$ cat src/design/mhf_pkg.sv
// Shared types, constants and hash functions for the multicast hash filter.
// Used by every module of the block; depends on nothing.
package mhf_pkg;

    // Count width per bucket and derived limits
    localparam int CNT_W       = 8;
    localparam int BUCKET_W    = 6;
    localparam int NUM_BUCKETS = 1 << BUCKET_W;
    localparam int ADDR_W      = 48;
    localparam int OCTETS      = ADDR_W / 8;
    localparam int OCT_CNT_W   = 3;
    localparam int TABLE_W     = NUM_BUCKETS;
    localparam int OUT_CNT_W   = 8;

    localparam logic [31:0] CRC_POLY   = 32'hEDB8_8320;
    localparam logic [31:0] CRC_PRESET = 32'hFFFF_FFFF;

    // Request operations
    localparam logic OP_JOIN  = 1'b0;
    localparam logic OP_LEAVE = 1'b1;

    // Result status codes
    localparam logic [1:0] ST_OK        = 2'd0;
    localparam logic [1:0] ST_UNDERFLOW = 2'd1;
    localparam logic [1:0] ST_SATURATED = 2'd2;

    typedef struct packed {
        logic                op;
        logic [BUCKET_W-1:0] bucket;
    } t_req;

    typedef enum logic [1:0] {
        FR_IDLE,
        FR_CRC,
        FR_PUSH
    } t_front_state;

    typedef enum logic [1:0] {
        BK_IDLE,
        BK_UPDATE
    } t_back_state;

    // Advance the reflected CRC-32 by one octet
    function automatic logic [31:0] crc_octet(input logic [31:0] crc, input logic [7:0] octet);
        logic [31:0] c;
        c = crc ^ {24'h0, octet};
        for (int k = 0; k < 8; k++) begin
            c = c[0] ? ((c >> 1) ^ CRC_POLY) : (c >> 1);
        end
        return c;
    endfunction

    // Invert the CRC, bit-reverse it and take the top bucket bits
    function automatic logic [BUCKET_W-1:0] crc_bucket(input logic [31:0] crc);
        logic [31:0]         fin;
        logic [BUCKET_W-1:0] b;
        fin = ~crc;
        for (int j = 0; j < BUCKET_W; j++) begin
            b[BUCKET_W-1-j] = fin[j];
        end
        return b;
    endfunction

endpackage

$ cat src/design/mhf_front.sv
// Front end: accepts join/leave requests and hashes the address, one octet
// per cycle, into a bucket index. Depends on mhf_pkg.
module mhf_front (
    input  logic                     i_clk,
    input  logic                     i_rst_n,
    input  logic                     start,
    output logic                     busy,
    input  logic                     i_op,
    input  logic [mhf_pkg::ADDR_W-1:0] i_mac_address,
    output logic                     o_push,
    output mhf_pkg::t_req            o_req,
    input  logic                     i_full
);

    mhf_pkg::t_front_state r_state, n_state;
    logic [31:0]                   r_crc;
    logic [mhf_pkg::ADDR_W-1:0]    r_addr;
    logic [mhf_pkg::OCT_CNT_W-1:0] r_octet;
    logic                          r_op;

    // Hold the state register
    always_ff @(posedge i_clk) begin
        if (!i_rst_n) begin
            r_state <= mhf_pkg::FR_IDLE;
        end else begin
            r_state <= n_state;
        end
    end

    // Next state and queue push
    always_comb begin
        n_state = r_state;
        o_push  = 1'b0;
        unique case (r_state)
            mhf_pkg::FR_IDLE: begin
                if (start) n_state = mhf_pkg::FR_CRC;
            end
            mhf_pkg::FR_CRC: begin
                if (r_octet == mhf_pkg::OCT_CNT_W'(mhf_pkg::OCTETS - 1)) begin
                    n_state = mhf_pkg::FR_PUSH;
                end
            end
            mhf_pkg::FR_PUSH: begin
                if (!i_full) begin
                    o_push  = 1'b1;
                    n_state = mhf_pkg::FR_IDLE;
                end
            end
            default: n_state = mhf_pkg::FR_IDLE;
        endcase
    end

    // Load the request, then shift the address through the CRC one octet a cycle
    always_ff @(posedge i_clk) begin
        if (r_state == mhf_pkg::FR_IDLE) begin
            r_crc   <= mhf_pkg::CRC_PRESET;
            r_addr  <= i_mac_address;
            r_op    <= i_op;
            r_octet <= '0;
        end else if (r_state == mhf_pkg::FR_CRC) begin
            r_crc   <= mhf_pkg::crc_octet(r_crc, r_addr[mhf_pkg::ADDR_W-1 -: 8]);
            r_addr  <= r_addr << 8;
            r_octet <= r_octet + 1'b1;
        end
    end

    assign busy         = (r_state != mhf_pkg::FR_IDLE);
    assign o_req.op     = r_op;
    assign o_req.bucket = mhf_pkg::crc_bucket(r_crc);

endmodule

$ cat src/design/mhf_queue.sv
// Two-entry request queue between the hashing front end and the count
// update back end. Depends on mhf_pkg.
module mhf_queue (
    input  logic          i_clk,
    input  logic          i_rst_n,
    input  logic          i_push,
    input  mhf_pkg::t_req i_req,
    output logic          o_full,
    input  logic          i_pop,
    output logic          o_empty,
    output mhf_pkg::t_req o_req
);

    mhf_pkg::t_req r_mem [2];
    logic          r_wr_ptr;
    logic          r_rd_ptr;
    logic [1:0]    r_fill;

    // Store pushed entries
    always_ff @(posedge i_clk) begin
        if (i_push) r_mem[r_wr_ptr] <= i_req;
    end

    // Advance pointers and fill level
    always_ff @(posedge i_clk) begin
        if (!i_rst_n) begin
            r_wr_ptr <= 1'b0;
            r_rd_ptr <= 1'b0;
            r_fill   <= 2'd0;
        end else begin
            if (i_push) r_wr_ptr <= ~r_wr_ptr;
            if (i_pop)  r_rd_ptr <= ~r_rd_ptr;
            r_fill <= r_fill + {1'b0, i_push} - {1'b0, i_pop};
        end
    end

    assign o_full  = (r_fill == 2'd2);
    assign o_empty = (r_fill == 2'd0);
    assign o_req   = r_mem[r_rd_ptr];

endmodule

$ cat src/design/mhf_back.sv
// Back end: reads the bucket reference count, applies join or leave,
// updates the filter table and issues one result. Depends on mhf_pkg.
module mhf_back (
    input  logic                           i_clk,
    input  logic                           i_rst_n,
    input  logic                           i_empty,
    input  mhf_pkg::t_req                  i_req,
    output logic                           o_pop,
    output logic                           o_strobe,
    output logic [1:0]                     o_status,
    output logic [mhf_pkg::BUCKET_W-1:0]   o_bucket,
    output logic [mhf_pkg::OUT_CNT_W-1:0]  o_bucket_count,
    output logic [mhf_pkg::TABLE_W-1:0]    o_filter_bits
);

    localparam logic [mhf_pkg::CNT_W-1:0] CntMax = '1;

    mhf_pkg::t_back_state r_state, n_state;
    logic [mhf_pkg::CNT_W-1:0]       r_mem [mhf_pkg::NUM_BUCKETS];
    logic [mhf_pkg::NUM_BUCKETS-1:0] r_vld;
    logic [mhf_pkg::CNT_W-1:0]       r_rd_data;
    logic                            r_rd_vld;
    mhf_pkg::t_req                   r_req;
    logic [mhf_pkg::TABLE_W-1:0]     r_table;
    logic                            r_strobe;
    logic [1:0]                      r_status;
    logic [mhf_pkg::CNT_W-1:0]       r_cnt_out;

    logic [mhf_pkg::CNT_W-1:0]   w_cnt;
    logic [mhf_pkg::CNT_W-1:0]   n_cnt;
    logic [1:0]                  n_status;
    logic [mhf_pkg::TABLE_W-1:0] n_table;
    logic [mhf_pkg::TABLE_W-1:0] w_bit;
    logic                        w_update;

    // Hold the state register
    always_ff @(posedge i_clk) begin
        if (!i_rst_n) begin
            r_state <= mhf_pkg::BK_IDLE;
        end else begin
            r_state <= n_state;
        end
    end

    // Next state: pop a request, then update its bucket
    always_comb begin
        n_state  = r_state;
        o_pop    = 1'b0;
        w_update = 1'b0;
        unique case (r_state)
            mhf_pkg::BK_IDLE: begin
                if (!i_empty) begin
                    o_pop   = 1'b1;
                    n_state = mhf_pkg::BK_UPDATE;
                end
            end
            mhf_pkg::BK_UPDATE: begin
                w_update = 1'b1;
                n_state  = mhf_pkg::BK_IDLE;
            end
            default: n_state = mhf_pkg::BK_IDLE;
        endcase
    end

    // Apply join or leave to the count and the table
    always_comb begin
        w_cnt    = r_rd_vld ? r_rd_data : '0;
        w_bit    = mhf_pkg::TABLE_W'(1) << r_req.bucket;
        n_cnt    = w_cnt;
        n_status = mhf_pkg::ST_OK;
        n_table  = r_table;
        if (r_req.op == mhf_pkg::OP_JOIN) begin
            if (w_cnt == CntMax) begin
                n_status = mhf_pkg::ST_SATURATED;
            end else begin
                n_cnt = w_cnt + 1'b1;
            end
            n_table = r_table | w_bit;
        end else begin
            if (w_cnt == '0) begin
                n_status = mhf_pkg::ST_UNDERFLOW;
            end else begin
                n_cnt = w_cnt - 1'b1;
                if (n_cnt == '0) n_table = r_table & ~w_bit;
            end
        end
    end

    // Count memory: read on pop, write back on update
    always_ff @(posedge i_clk) begin
        if (o_pop) r_rd_data <= r_mem[i_req.bucket];
        if (w_update) r_mem[r_req.bucket] <= n_cnt;
    end

    // Latch the popped request and the entry's valid bit
    always_ff @(posedge i_clk) begin
        if (o_pop) begin
            r_req    <= i_req;
            r_rd_vld <= r_vld[i_req.bucket];
        end
    end

    // Valid bits, table and result strobe
    always_ff @(posedge i_clk) begin
        if (!i_rst_n) begin
            r_vld    <= '0;
            r_table  <= '0;
            r_strobe <= 1'b0;
        end else begin
            r_strobe <= w_update;
            if (w_update) begin
                r_vld[r_req.bucket] <= 1'b1;
                r_table             <= n_table;
            end
        end
    end

    // Result payload
    always_ff @(posedge i_clk) begin
        if (w_update) begin
            r_status  <= n_status;
            r_cnt_out <= n_cnt;
        end
    end

    assign o_strobe       = r_strobe;
    assign o_status       = r_status;
    assign o_bucket       = r_req.bucket;
    assign o_bucket_count = mhf_pkg::OUT_CNT_W'(r_cnt_out);
    assign o_filter_bits  = r_table;

endmodule

$ cat src/design/multicast_hash_filter_refcount_unit.sv
// Top level of the multicast hash filter with per-bucket reference counts.
// Instantiates mhf_front, mhf_queue and mhf_back; depends on mhf_pkg.
//
// channel   direction  handshake              payload
// request   in         start & !busy          i_op, i_mac_address
// result    out        o_strobe (one cycle)   o_status, o_bucket, o_bucket_count, o_filter_bits
//
// The front end hashes the address one octet per cycle: after a transfer busy
// stays high through the six CRC octets and the push, and a new request is taken
// only once busy falls; a full queue would hold the push longer.
// The back end serves one request at a time: it pops the queue and reads the
// count memory, then writes the update; the strobe is registered from the update.
// Reset is synchronous and clears the counts' valid bits and the table at once.
// The receiver cannot stall: each result is on the ports for one cycle.
module multicast_hash_filter_refcount_unit (
    input  logic                            i_clk,
    input  logic                            i_rst_n,
    input  logic                            start,
    output logic                            busy,
    input  logic                            i_op,
    input  logic [mhf_pkg::ADDR_W-1:0]      i_mac_address,
    output logic                            o_strobe,
    output logic [1:0]                      o_status,
    output logic [mhf_pkg::BUCKET_W-1:0]    o_bucket,
    output logic [mhf_pkg::OUT_CNT_W-1:0]   o_bucket_count,
    output logic [mhf_pkg::TABLE_W-1:0]     o_filter_bits
);

    logic          w_push;
    logic          w_full;
    logic          w_pop;
    logic          w_empty;
    mhf_pkg::t_req w_front_req;
    mhf_pkg::t_req w_head_req;

    // Hash requests
    mhf_front u_front (
        .i_clk         (i_clk),
        .i_rst_n       (i_rst_n),
        .start         (start),
        .busy          (busy),
        .i_op          (i_op),
        .i_mac_address (i_mac_address),
        .o_push        (w_push),
        .o_req         (w_front_req),
        .i_full        (w_full)
    );

    // Buffer hashed requests
    mhf_queue u_queue (
        .i_clk   (i_clk),
        .i_rst_n (i_rst_n),
        .i_push  (w_push),
        .i_req   (w_front_req),
        .o_full  (w_full),
        .i_pop   (w_pop),
        .o_empty (w_empty),
        .o_req   (w_head_req)
    );

    // Update counts and table
    mhf_back u_back (
        .i_clk          (i_clk),
        .i_rst_n        (i_rst_n),
        .i_empty        (w_empty),
        .i_req          (w_head_req),
        .o_pop          (w_pop),
        .o_strobe       (o_strobe),
        .o_status       (o_status),
        .o_bucket       (o_bucket),
        .o_bucket_count (o_bucket_count),
        .o_filter_bits  (o_filter_bits)
    );

    // A nonzero count always leaves its bucket bit set
    a_cnt_bit: assert property (@(posedge i_clk) disable iff (!i_rst_n)
        (o_strobe && o_bucket_count != '0) |-> o_filter_bits[o_bucket])
        else $error("bucket count nonzero but table bit clear");

    // An ignored leave reports a zero count
    a_underflow_zero: assert property (@(posedge i_clk) disable iff (!i_rst_n)
        (o_strobe && o_status == mhf_pkg::ST_UNDERFLOW) |-> (o_bucket_count == '0))
        else $error("underflow reported with nonzero count");

    // Never push into a full queue or pop an empty one
    a_queue_safe: assert property (@(posedge i_clk) disable iff (!i_rst_n)
        !(w_push && w_full) && !(w_pop && w_empty))
        else $error("request queue overflow or underflow");

    // An accepted request makes the front end busy
    a_accept_busy: assert property (@(posedge i_clk) disable iff (!i_rst_n)
        (start && !busy) |=> busy)
        else $error("front end not busy after accepting a request");

endmodule

$ cat config.mk
export PLATFORM = sky130hd
export DESIGN_NAME = multicast_hash_filter_refcount_unit
export DESIGN_NICKNAME = d
export VERILOG_FILES = /design/src/design/mhf_pkg.sv /design/src/design/mhf_front.sv /design/src/design/mhf_queue.sv /design/src/design/mhf_back.sv /design/src/design/multicast_hash_filter_refcount_unit.sv
export SDC_FILE = /design/constraint.sdc
export NUM_CORES = 1
export LEC_CHECK = 0
export BUFFER_PORTS_ARGS = -buffer_cell sky130_fd_sc_hd__buf_2
export CAP_MARGIN = 20
export CORE_UTILIZATION = 30
export DETAILED_ROUTE_END_ITERATION = 6
export PLACE_DENSITY_LB_ADDON = 0.2
export SLEW_MARGIN = 20
export SYNTH_ARGS = -nofsm -noshare
export SYNTH_HDL_FRONTEND = slang
export SYNTH_SLANG_ARGS = --single-unit
$ cat constraint.sdc
create_clock -name i_clk -period 5.4 [get_ports i_clk]
set_input_delay 0.54 -clock i_clk [delete_from_list [all_inputs] [get_ports i_clk]]
set_output_delay 0.54 -clock i_clk [all_outputs]
set_load 0.03 [all_outputs]
==> results_dict.tcl <==
set metrics [dict create \
    rows 117 \
    rr_startpoint "u_back.r_rd_vld" \
    final_cells 3750 \
    path_class "flop to flop" \
    dp.cells 3592 \
    crit_buf_inv 0 \
    tns_ns 0 \
    core_sq_mm 0.1022 \
    nets 2372 \
    critPathRequiredTime_ns 5.90 \
    maxSlewViolCount 0 \
    end_kind "flop" \
    power.switching_mw 6.140 \
    status "complete, no violations" \
    crit_family "simple AND/OR/NAND/NOR gates" \
    wire_per_inst_um 23.54 \
    synth-seq-cells 773 \
    rrSetupSlack_ns 1.26 \
    fmax_mhz 241.4 \
    grt_pass1_wl_um 129800 \
    pwr-share-clk_pct 29.5 \
    antenna_found_initial 3 \
    final_antenna_net_count 0 \
    rsz0062_at_grt "false" \
    report.power.total_mw 18.60 \
    place_congestion 0.8159 \
    syn_inst 2176 \
    synth_top_area_share_pct 58.05 \
    min_period_ns 4.143 \
    crit_path_start "u_back.r_rd_vld" \
    drt_iter0_markers 1564 \
    drc 0 \
    postCtsResizedCells 0 \
    power.internal_mw 12.46 \
    ios 134 \
    vias_per_cell 5.136 \
    hold_viol_final 0 \
    layout-drive-gt1-share_pct 17.22 \
    slew_headroom_pct 23.37 \
    fin_util_pct 35.54 \
    synth.area.top_cells "edfxtp_1, dfxtp_1, mux2i_1" \
    critPathMaxFanout 20 \
    maxCapViolations 0 \
    synth_area_sq_mm 0.03109 \
    critPathSlowestCell "edfxtp_1" \
    combinationalPowerShare_pct 26.6 \
    die_h_um 323.9 \
    postCtsSetupBuffers 0 \
    cts_made_buffers 84 \
    pwr-share-seq_pct 43.8 \
    cts_sinks 773 \
    start_util_pct 30.42 \
    max_stage_delay_ns 0.87 \
    synthToLayoutAreaGrowth_pct 16.82 \
    io_buffers 133 \
    setup_viol 0 \
    dp_hpwl_um 56780 \
    clk_pin_slew_ns 0.06 \
    cts-hold-fix-buffers 0 \
    synth_async_sr_flop_share_pct 0 \
    hold_path_class "input pin to flop" \
    synth_edf_count 601 \
    clock_skew_ns 0.02610 \
    fin_hold_ws_ns 0.07504 \
    clock-root-buffer "clkbuf_16" \
    htree_levels 3 \
    synth_area_per_cell_sq_um 14.29 \
    die_w_um 323.9 \
    cts_tree "built" \
    post-route-period-util_pct 76.72 \
    p_leak_nw 12.56 \
    synth_area_leader_cell "edfxtp_1" \
    worst_pin_slew_ns 1.145 \
    synth_nets 2236 \
    clk_latency_ns 0.64 \
    clk_path_buf_depth 3 \
    dieArea_sq_mm 0.1049 \
    start_kind "flop" \
    arrival_ns 4.64 \
    seq_area_frac_synth_pct 69.13 \
    track_usage_pct 16.67 \
    wl_um 88290 \
    path_cells "nand2_1 -> ha_1 -> or4b_1 -> nor3_2 -> o311ai_1 -> or4_4 -> nor3b_4 -> a21oi_1" \
    fillCellCount 9882 \
    p_sw_share_pct 33.02 \
    hp-start "i_op" \
    dr_total_vias 19260 \
    grt_overflow_total 0 \
    drt_first_pass_iters 6 \
    netlist-cell-type-count 61 \
    synth_top_flop_cell "edfxtp_1" \
    grt_pass1_vias 19220 \
    p_per_area_mw_per_mm2 512.0 \
    vdd_drop_max_mv 0.3077 \
    grt_max_degree 82 \
    yosys_warnings 0 \
]
-- per-layer routing --
layer | vias up | part of all wire (%) | track usage (%)
li1 | 8680 | - | -
met1 | 9875 | 45 | 22.99
met2 | 583 | 47 | 26.97
met3 | 121 | 5.5 | 2.772
met4 | 2 | 2.1 | 4.581
met5 | - | 0.015 | 0
-- cell type report --
type                    instances  area (sq um)  share of cell area [%]
repair buffers                194          1304                   3.590
multi-input cells            1240          9106                   25.07
well taps                    1368          1712                   4.713
clock buffers                 124          2381                   6.556
inverters                      19         78.83                  0.2171
flip-flops and latches        773         21490                   59.18
diodes                          1         2.502                0.006891
clock inverters                31         241.5                  0.6649
-- worst paths after layout --
check / end / cells after the start
worst max-delay path: flop / 8
worst min-delay path: u_front.r_op / 1
worst max register to register: flop / 8
worst min register to register: u_back.r_vld[30] / 1
-- cells in the mapped netlist, types with 11 or more instances --
| master | count |
|---|---|
| nor4_1 | 13 |
| nor2_1 | 133 |
| a32oi_1 | 32 |
| buf_2 | 14 |
| and2_1 | 18 |
| xnor2_1 | 54 |
| inv_1 | 16 |
| o21a_1 | 67 |
| nand2b_1 | 11 |
| o21ai_0 | 20 |
| a32o_1 | 73 |
| mux2_2 | 43 |
| buf_1 | 23 |
| clkbuf_1 | 100 |
| a2bb2oi_1 | 23 |
| o221a_2 | 24 |
| xor2_1 | 28 |
| dfxtp_1 | 172 |
| mux2i_1 | 221 |
| nand3_1 | 13 |
| edfxtp_1 | 601 |
| nand2_1 | 232 |
| nor2b_1 | 11 |
| a21oi_1 | 38 |
| a221oi_1 | 73 |
| o22ai_1 | 39 |
-- flip-flops by register name, summed over array words and instances, names as in the netlist, named ones only --
name / count
u_back.r_rd_data: 8
u_front.r_state: 2
u_queue.r_rd_ptr: 1
u_front.r_octet: 3
u_queue.r_fill: 2
u_back.r_req: 1
u_front.r_op: 1
u_back.r_mem: 512
u_back.o_bucket_count: 8
u_back.o_strobe: 1
u_back.r_rd_vld: 1
u_queue.r_mem: 14
u_back.o_status: 2
u_front.r_crc: 32
u_back.r_vld: 64
u_back.o_bucket: 6
u_queue.r_wr_ptr: 1
u_front.r_addr: 48
u_back.r_state: 1
-- cells in the final DEF (no fill, tap or decap), types with 4 or more instances in the layout --
master     instances
a21oi_1           37
a221oi_1          73
a22oi_1            6
a2bb2oi_1         23
a31oi_1           10
a32o_1            72
a32oi_1           32
and2_1            18
buf_12            11
buf_2            132
buf_4             49
clkbuf_1          27
clkbuf_16         85
clkbuf_8          10
clkinv_1          13
clkinv_2          11
dfxtp_1          172
edfxtp_1         601
ha_1               8
inv_1             16
mux2_2            43
mux2i_1          220
nand2_1          232
nand2b_1          11
nand3_1           13
nor2_1           123
nor2_2            10
nor2b_1           10
nor3_1            10
nor4_1            13
o21a_1            65
o21ai_0           19
o221a_2           24
o22ai_1           37
or3_1              4
or4_1              5
xnor2_1           53
xor2_1            28
-- worst register-to-register path, stage by stage (launching register included) --
cell and delay, ns:
edfxtp_1 0.87, nand2_1 0.33, ha_1 0.42, or4b_1 0.52
nor3_2 0.11, o311ai_1 0.31, or4_4 0.63, nor3b_4 0.63
a21oi_1 0.18
-- power by group through the flow --
stage               clock, mW  combinational (mW)  sequential (mW)
floorplan                   0                3.09             8.12
global placement            0                4.85             8.26
detailed placement          0                4.94             8.27
CTS                      5.60                4.96             8.15
global route             5.84                5.33             8.18
finish                   5.49                4.95             8.15
-- cell families after synthesis --
family	after synthesis	synth area share, %
AO/OA/AOI/OAI	419	10.92
XOR/XNOR	82	2.310
adder cells (fa/ha/maj)	8	0.3220
buffers and inverters	163	2.121
flip-flops	773	69.13
multiplexers	264	8.673
AND/OR/NAND/NOR	467	6.528
-- metrics by stage --
step | setup slack, ns | area (sq um)
after floorplan | 0.2201 | 31090
after global placement | 1.423 | 33590
after detailed placement | 1.308 | 33650
after CTS | 1.276 | 36270
after global routing | 1.077 | 36310
final | 1.257 | 36320
No activity file was read; power rests on OpenSTA's default activity.
